==> src/hw/rtl/cal_pkg.sv <==
// Package for the compacting array list: default sizes, fixed port widths,
// operation codes, sequencer states and the result record.
// No dependencies.
package cal_pkg;

    localparam int CAPACITY_DEF     = 64;
    localparam int KEY_BITS_DEF     = 64;
    localparam int PAYLOAD_BITS_DEF = 32;

    localparam int KIND_W     = 2;
    localparam int POS_W      = 7;
    localparam int KEY_W      = 64;
    localparam int PAY_W      = 32;
    localparam int CNT_OUT_W  = 7;

    typedef enum logic [KIND_W-1:0] {
        KIND_APPEND = 2'd0,
        KIND_READ   = 2'd1,
        KIND_REMOVE = 2'd2,
        KIND_CLEAR  = 2'd3
    } t_kind;

    typedef enum logic [2:0] {
        ST_IDLE,
        ST_READ,
        ST_SEARCH,
        ST_SHIFT,
        ST_DONE
    } t_state;

    typedef struct packed {
        logic                 ok;
        logic [KEY_W-1:0]     read_key;
        logic [PAY_W-1:0]     read_payload;
        logic [CNT_OUT_W-1:0] entry_count;
        logic                 is_full;
        logic                 is_empty;
    } t_result;

endpackage

==> src/hw/rtl/cal_seq.sv <==
// Sequencer for the list: runs append, read, clear, and remove as a search
// then, if entries follow the match, a one-entry-per-cycle shift through
// the memory ports. Depends on cal_pkg; drives the cal_store ports.
module cal_seq
    import cal_pkg::*;
#(
    parameter int CAPACITY     = CAPACITY_DEF,
    parameter int KEY_BITS     = KEY_BITS_DEF,
    parameter int PAYLOAD_BITS = PAYLOAD_BITS_DEF,
    localparam int AW = $clog2(CAPACITY),
    localparam int PW = (PAYLOAD_BITS < PAY_W) ? PAYLOAD_BITS : PAY_W,
    localparam int EW = KEY_BITS + PW
) (
    input  logic              i_clk,
    input  logic              i_rst_n,
    input  logic              i_valid,
    output logic              o_stall,
    input  logic [KIND_W-1:0] i_kind,
    input  logic [POS_W-1:0]  i_position,
    input  logic [KEY_W-1:0]  i_entry_key,
    input  logic [PAY_W-1:0]  i_entry_payload,
    input  logic              i_slot_free,
    output logic              o_push,
    output t_result           o_result,
    output logic              o_we,
    output logic [AW-1:0]     o_waddr,
    output logic [EW-1:0]     o_wdata,
    output logic [AW-1:0]     o_raddr,
    input  logic [EW-1:0]     i_rdata
);

    localparam int CW   = $clog2(CAPACITY + 1);
    localparam int XW   = CW + 1;
    localparam int CMPW = (CW > POS_W) ? CW : POS_W;

    t_state              r_state, n_state;
    logic [CW-1:0]       r_count, n_count;
    logic [AW-1:0]       r_idx, n_idx;
    logic [KEY_BITS-1:0] r_key, n_key;
    logic                r_ok, n_ok;
    logic [KEY_W-1:0]    r_rkey, n_rkey;
    logic [PAY_W-1:0]    r_rpay, n_rpay;

    logic [XW-1:0]       w_idx1, w_idx2, w_cnt;
    logic                w_pos_ok;
    logic                w_match;

    assign w_idx1   = XW'(r_idx) + XW'(1);
    assign w_idx2   = XW'(r_idx) + XW'(2);
    assign w_cnt    = XW'(r_count);
    assign w_pos_ok = (i_position != '0) && (CMPW'(i_position) <= CMPW'(r_count));
    assign w_match  = (i_rdata[EW-1 -: KEY_BITS] == r_key);

    always_ff @(posedge i_clk) begin
        if (!i_rst_n) begin
            r_state <= ST_IDLE;
            r_count <= '0;
        end else begin
            r_state <= n_state;
            r_count <= n_count;
        end
    end

    always_ff @(posedge i_clk) begin
        r_idx  <= n_idx;
        r_key  <= n_key;
        r_ok   <= n_ok;
        r_rkey <= n_rkey;
        r_rpay <= n_rpay;
    end

    always_comb begin
        n_state = r_state;
        n_count = r_count;
        n_idx   = r_idx;
        n_key   = r_key;
        n_ok    = r_ok;
        n_rkey  = r_rkey;
        n_rpay  = r_rpay;
        o_stall = 1'b1;
        o_push  = 1'b0;
        o_we    = 1'b0;
        o_waddr = r_idx;
        o_wdata = i_rdata;
        o_raddr = AW'(w_idx1);
        case (r_state)
            ST_IDLE: begin
                o_stall = 1'b0;
                if (i_valid) begin
                    n_key   = i_entry_key[KEY_BITS-1:0];
                    n_ok    = 1'b0;
                    n_rkey  = '0;
                    n_rpay  = '0;
                    n_idx   = '0;
                    n_state = ST_DONE;
                    case (t_kind'(i_kind))
                        KIND_APPEND: begin
                            if (r_count < CW'(CAPACITY)) begin
                                o_we    = 1'b1;
                                o_waddr = AW'(r_count);
                                o_wdata = {i_entry_key[KEY_BITS-1:0], i_entry_payload[PW-1:0]};
                                n_count = r_count + CW'(1);
                                n_ok    = 1'b1;
                            end
                        end
                        KIND_READ: begin
                            if (w_pos_ok) begin
                                o_raddr = AW'(i_position - POS_W'(1));
                                n_state = ST_READ;
                            end
                        end
                        KIND_REMOVE: begin
                            if (r_count != '0) begin
                                o_raddr = '0;
                                n_state = ST_SEARCH;
                            end
                        end
                        KIND_CLEAR: begin
                            n_count = '0;
                            n_ok    = 1'b1;
                        end
                        default: begin
                            n_state = ST_DONE;
                        end
                    endcase
                end
            end
            ST_READ: begin
                n_ok    = 1'b1;
                n_rkey  = KEY_W'(i_rdata[EW-1 -: KEY_BITS]);
                n_rpay  = PAY_W'(i_rdata[PW-1:0]);
                n_state = ST_DONE;
            end
            ST_SEARCH: begin
                if (w_match) begin
                    if (w_idx1 < w_cnt) begin
                        n_state = ST_SHIFT;
                    end else begin
                        n_count = r_count - CW'(1);
                        n_ok    = 1'b1;
                        n_state = ST_DONE;
                    end
                end else if (w_idx1 < w_cnt) begin
                    n_idx = AW'(w_idx1);
                end else begin
                    n_state = ST_DONE;
                end
            end
            ST_SHIFT: begin
                o_we    = 1'b1;
                o_raddr = AW'(w_idx2);
                if (w_idx2 < w_cnt) begin
                    n_idx = AW'(w_idx1);
                end else begin
                    n_count = r_count - CW'(1);
                    n_ok    = 1'b1;
                    n_state = ST_DONE;
                end
            end
            ST_DONE: begin
                if (i_slot_free) begin
                    o_push  = 1'b1;
                    n_state = ST_IDLE;
                end
            end
            default: begin
                n_state = ST_IDLE;
            end
        endcase
    end

    assign o_result.ok           = r_ok;
    assign o_result.read_key     = r_rkey;
    assign o_result.read_payload = r_rpay;
    assign o_result.entry_count  = CNT_OUT_W'(r_count);
    assign o_result.is_full      = (r_count == CW'(CAPACITY));
    assign o_result.is_empty     = (r_count == '0);

    a_count_bound: assert property (@(posedge i_clk) disable iff (!i_rst_n)
        r_count <= CW'(CAPACITY))
        else $error("entry count above capacity");

    a_write_in_range: assert property (@(posedge i_clk) disable iff (!i_rst_n)
        o_we |-> XW'(o_waddr) <= w_cnt)
        else $error("write beyond held entries");

    a_count_step: assert property (@(posedge i_clk) disable iff (!i_rst_n)
        (r_state != ST_IDLE) |=> (r_count == $past(r_count)) ||
                                 (r_count + 1 == $past(r_count)))
        else $error("count moved by more than one removal");

    a_fail_clean: assert property (@(posedge i_clk) disable iff (!i_rst_n)
        (o_push && !o_result.ok) |-> (o_result.read_key == '0) &&
                                     (o_result.read_payload == '0))
        else $error("failed transaction carries read data");

endmodule
==> config.mk <==
export PLATFORM = sky130hd
export DESIGN_NAME = cal_seq
export DESIGN_NICKNAME = d
export VERILOG_FILES = /design/src/hw/rtl/cal_pkg.sv /design/src/hw/rtl/cal_seq.sv
export SDC_FILE = /design/constraint.sdc
export NUM_CORES = 1
export LEC_CHECK = 0
export ABC_AREA = 1
export BUFFER_PORTS_ARGS = -buffer_cell sky130_fd_sc_hd__clkbuf_2
export CAP_MARGIN = 20
export CELL_PAD_IN_SITES_DETAIL_PLACEMENT = 1
export CELL_PAD_IN_SITES_GLOBAL_PLACEMENT = 2
export CORE_ASPECT_RATIO = 2
export CORE_MARGIN = 4
export CORE_UTILIZATION = 27
export CTS_CLUSTER_DIAMETER = 40
export CTS_CLUSTER_SIZE = 8
export DETAILED_ROUTE_END_ITERATION = 10
export PLACE_DENSITY = 0.8
export SLEW_MARGIN = 10
export SYNTH_ARGS = -nofsm -noshare
export SYNTH_HDL_FRONTEND = slang
export SYNTH_SLANG_ARGS = --single-unit
==> constraint.sdc <==
create_clock -name i_clk -period 4.4 [get_ports i_clk]
set_input_delay 0.22 -clock i_clk [delete_from_list [all_inputs] [get_ports i_clk]]
set_output_delay 0.22 -clock i_clk [all_outputs]
set_load 0.02 [all_outputs]
==> results.sh <==
export IMPL_finalCoreUtilization_pct=37.38
export IMPL_clock_fmax_mhz=302.9
export IMPL_clock_latency_ns=0.44
export IMPL_synthesized_instance_count=1202
export IMPL_routed_via_count=9707
export IMPL_regArea_um2=5215
export IMPL_setup_worst_path_end_class="output port"
export IMPL_path_type_of_the_worst_min_delay_path="primary input to flip-flop"
export IMPL_clock_tree_buffer_depth=2
export IMPL_critical_path_max_stage_delay_ns=0.45
export IMPL_globalplace_congestion=0.8764
export IMPL_drv_max_cap_violation_count=0
export IMPL_synth_warnings=0
export IMPL_clk_pin_slew_ns=0.08
export IMPL_synth_cell_type_count=44
export IMPL_tritoncts="done"
export IMPL_intPower_uw=3662
export IMPL_filler_cell_count=4529
export IMPL_crit_startpoint="r_count[4]"
export IMPL_synth_common_cells="sky130_fd_sc_hd__nand2_1, sky130_fd_sc_hd__nor2_1, sky130_fd_sc_hd__inv_1, sky130_fd_sc_hd__edfxtp_1, sky130_fd_sc_hd__o21ai_0"
export IMPL_adder_cell_fraction_of_synth_area_pct=3.791
export IMPL_p_leak_uw=0.006829
export IMPL_ctsHtreeMaxLevel=4
export IMPL_cp_data_arrival_time_ns=3.08
export IMPL_final_setup_tns_ns=0
export IMPL_wire_per_inst_um=18.67
export IMPL_route_final_wire_length_um=39860
export IMPL_count_of_buffer_and_inverter_cells_on_the_critical_path=2
export IMPL_grt_remaining_overflow=0
export IMPL_hpwlAfterDp_um=31960
export IMPL_async_reset_ff_share_pct=0
export IMPL_rsz0062_at_grt="no"
export IMPL_critical_path_slowest_cell="sky130_fd_sc_hd__ha_1"
export IMPL_pin_count=422
export IMPL_portBuffers=421
export IMPL_synth_edff_count=167
export IMPL_vdd_drop_max_mv=0.2677
export IMPL_worst_setup_path_start_kind="flip-flop"
export IMPL_hold_path_startpoint="i_entry_key[13]"
export IMPL_clock_network_fraction_of_total_power_pct=26.6
export IMPL_fin_crit_ns=3.302
export IMPL_outcome="finished clean"
export IMPL_period_share_pct=75.04
export IMPL_post_synth_instance_area_um2=9902
export IMPL_synth_largest_type_area_fraction_pct=50.64
export IMPL_share_comb_of_total_power_pct=35.0
export IMPL_die_span_in_y_um=278.8
export IMPL_power_switching_uw=2317
export IMPL_synth_seq_cells=177
export IMPL_cts_repair_resized=0
export IMPL_p_seq_share_pct=38.4
export IMPL_grt_antenna_before_repair=4
export IMPL_die_width_um=143.4
export IMPL_fp_dieArea_um2=39990
export IMPL_post_drt_via_cell_ratio=4.547
export IMPL_drc=0
export IMPL_ys_top_cells_by_area="sky130_fd_sc_hd__edfxtp_1, sky130_fd_sc_hd__nand2_1, sky130_fd_sc_hd__nor2_1, sky130_fd_sc_hd__inv_1, sky130_fd_sc_hd__o21ai_0"
export IMPL_crit_chain="clkinv_1, ha_1, nand2_1, a21oi_1, nor2_1, nand2_1, nand2_1, nand4_1, o21ai_0, o21ai_0, o211ai_1, clkbuf_2"
export IMPL_grt_max_degree=99
export IMPL_design_core_area_um2=36420
export IMPL_synth_xor_area_share_pct=1.857
export IMPL_finClkSkew_ns=0.01528
export IMPL_final_net_count=1899
export IMPL_seq_area_frac_synth_pct=52.67
export IMPL_report_final_setup_viol=0
export IMPL_post_synth_top_count_cell="sky130_fd_sc_hd__nand2_1"
export IMPL_multi_input_comb_area_um2=3719
export IMPL_swShare_pct=38.76
export IMPL_netlist_top_cell_by_area="sky130_fd_sc_hd__edfxtp_1"
export IMPL_drv_slew=0
export IMPL_drt_pass1_iterations=4
export IMPL_grt_first_pass_wirelength_um=58910
export IMPL_area_delta_synth_final_pct=37.47
export IMPL_timing_slew_headroom_pct=35.60
export IMPL_final_antenna_net_count=0
export IMPL_synth_top_family_by_area="simple AND/OR/NAND/NOR gates"
export IMPL_detailedRoute_firstIterationViolations=336
export IMPL_worst_path_most_repeated_cell="sky130_fd_sc_hd__nand2_1"
export IMPL_power_per_cell_area_nw_per_um2=439.2
export IMPL_clk_root_buffer_cell="sky130_fd_sc_hd__clkbuf_16"
export IMPL_synth_compound_area_share_pct=8.415
export IMPL_cts_buffers_inserted=17
export IMPL_mappedNetlistNets=1437
export IMPL_finalHoldViolCount=0
export IMPL_path_max_fanout=11
export IMPL_synthesis_area_per_instance_um2=8.238
export IMPL_initial_utilization_pct=27.19
export IMPL_cp_required_ns=4.18
export IMPL_worst_setup_path_type="flip-flop to output port"
export IMPL_rr_startpoint="r_idx[0]"
export IMPL_tightest_slew_ns=0.9659
export IMPL_critical_path_top_delay_family="simple AND/OR/NAND/NOR gates"
export IMPL_mux_share_of_post_synthesis_cell_area_pct=0
export IMPL_drive_above_1_share_pct=30.59
export IMPL_gr_usage_all_layers_pct=19.51
export IMPL_clock_sinks=177
export IMPL_post_synthesis_share_of_cell_area_spent_on_and_or_nand_and_nor_gates_pct=23.34
export IMPL_ys_dominant_reg_cell="sky130_fd_sc_hd__edfxtp_1"
export IMPL_row_count=99
export IMPL_via_count_of_the_first_global_routing_pass=10402
==> cells by family after synthesis <==
kind of cell | count (synthesis)
buffers and inverters | 243
xor gates and xnor gates | 21
adders and majority gates | 30
DFF | 177
AOI/OAI and AO/OA | 154
and+or+nand+nor | 577
==> layer usage <==
layer  vias up  GRT usage [%]  part of all wire [%]
met5         -              0                     0
met4         0          8.507                   4.4
met3        71          3.462                   4.8
met2       284          39.06                    57
met1      4602          18.63                    34
li1       4750              -                     -
==> state kept, by name, indices dropped and copies added, names as in the netlist <==
signal and count:
r_key 64, r_rkey 64, r_rpay 32, r_count 7, r_idx 6, r_state 3
r_ok 1
==> layout by cell type (no fill, tap or decap), types with 19 or more instances in the layout <==
cell                            synthesis  final
sky130_fd_sc_hd__clkbuf_2               0    421
sky130_fd_sc_hd__nand2_1              354    352
sky130_fd_sc_hd__nor2_1               174    174
sky130_fd_sc_hd__inv_1                169    169
sky130_fd_sc_hd__edfxtp_1             167    167
sky130_fd_sc_hd__o21ai_0               90     90
sky130_fd_sc_hd__dlygate4sd3_1          0     54
sky130_fd_sc_hd__inv_2                 34     33
sky130_fd_sc_hd__ha_1                  30     30
sky130_fd_sc_hd__o21ai_1               28     28
sky130_fd_sc_hd__nand3_1               19     19
==> repair_timing <==
action                                 CTS  global route
setup buffers                            0             0
hold buffers                            54             0
endpoints found under the hold margin   54             0
==> worst reg2reg max path: cells and delay by family (launching register included) <==
family	cells	cell delay (ns)
xor gates and xnor gates	1	0.23
AOI/OAI and AO/OA	3	0.36
buffers and inverters	3	0.46
and+or+nand+nor	4	0.52
adders and majority gates	2	0.61
DFF	1	0.57
==> path summary, 6_finish.rpt <==
path	to	slack [ns]	cells after the start
max	o_raddr[0]	1.10	12
min	r_key[13]	0.03	1
max reg2reg	r_idx[1]	1.35	13
min reg2reg	r_count[4]	0.70	4
==> final cells by class <==
type | instances | share of cell area (%)
timing repair buffer | 481 | 19.97
multi-input combinational | 782 | 27.32
clock inverter | 14 | 1.296
inverter | 205 | 5.708
antenna | 4 | 0.07354
clock buffer | 18 | 3.153
sequential | 177 | 38.31
tap | 454 | 4.173
==> through the flow <==
stage | hold slack, ns | setup WS (ns) | total power (uW) | instance area, um2 | instances
global route | 0.009799 | 0.8078 | 6331 | 13610 | 2134
finish | 0.02552 | 1.098 | 5979 | 13610 | 2135
global placement | 0.4142 | 1.444 | 4364 | 12460 | 2045
floorplan | 0.3189 | 0.2865 | 3603 | 9902 | 1202
CTS | 0.002033 | 1.064 | 6079 | 13600 | 2131
detailed placement | 0.4149 | 1.388 | 4426 | 12460 | 2045
==> power groups by stage <==
stage / Clock, uW / Sequential [uW] / Combinational, uW
6_report: 1590 / 2300 / 2090
5_1_grt: 1700 / 2330 / 2310
4_1_cts: 1640 / 2300 / 2140
3_5_place_dp: 0 / 2340 / 2090
3_3_place_gp: 0 / 2320 / 2040
2_1_floorplan: 0 / 2500 / 1100
Power figures use the tool's default switching activity.
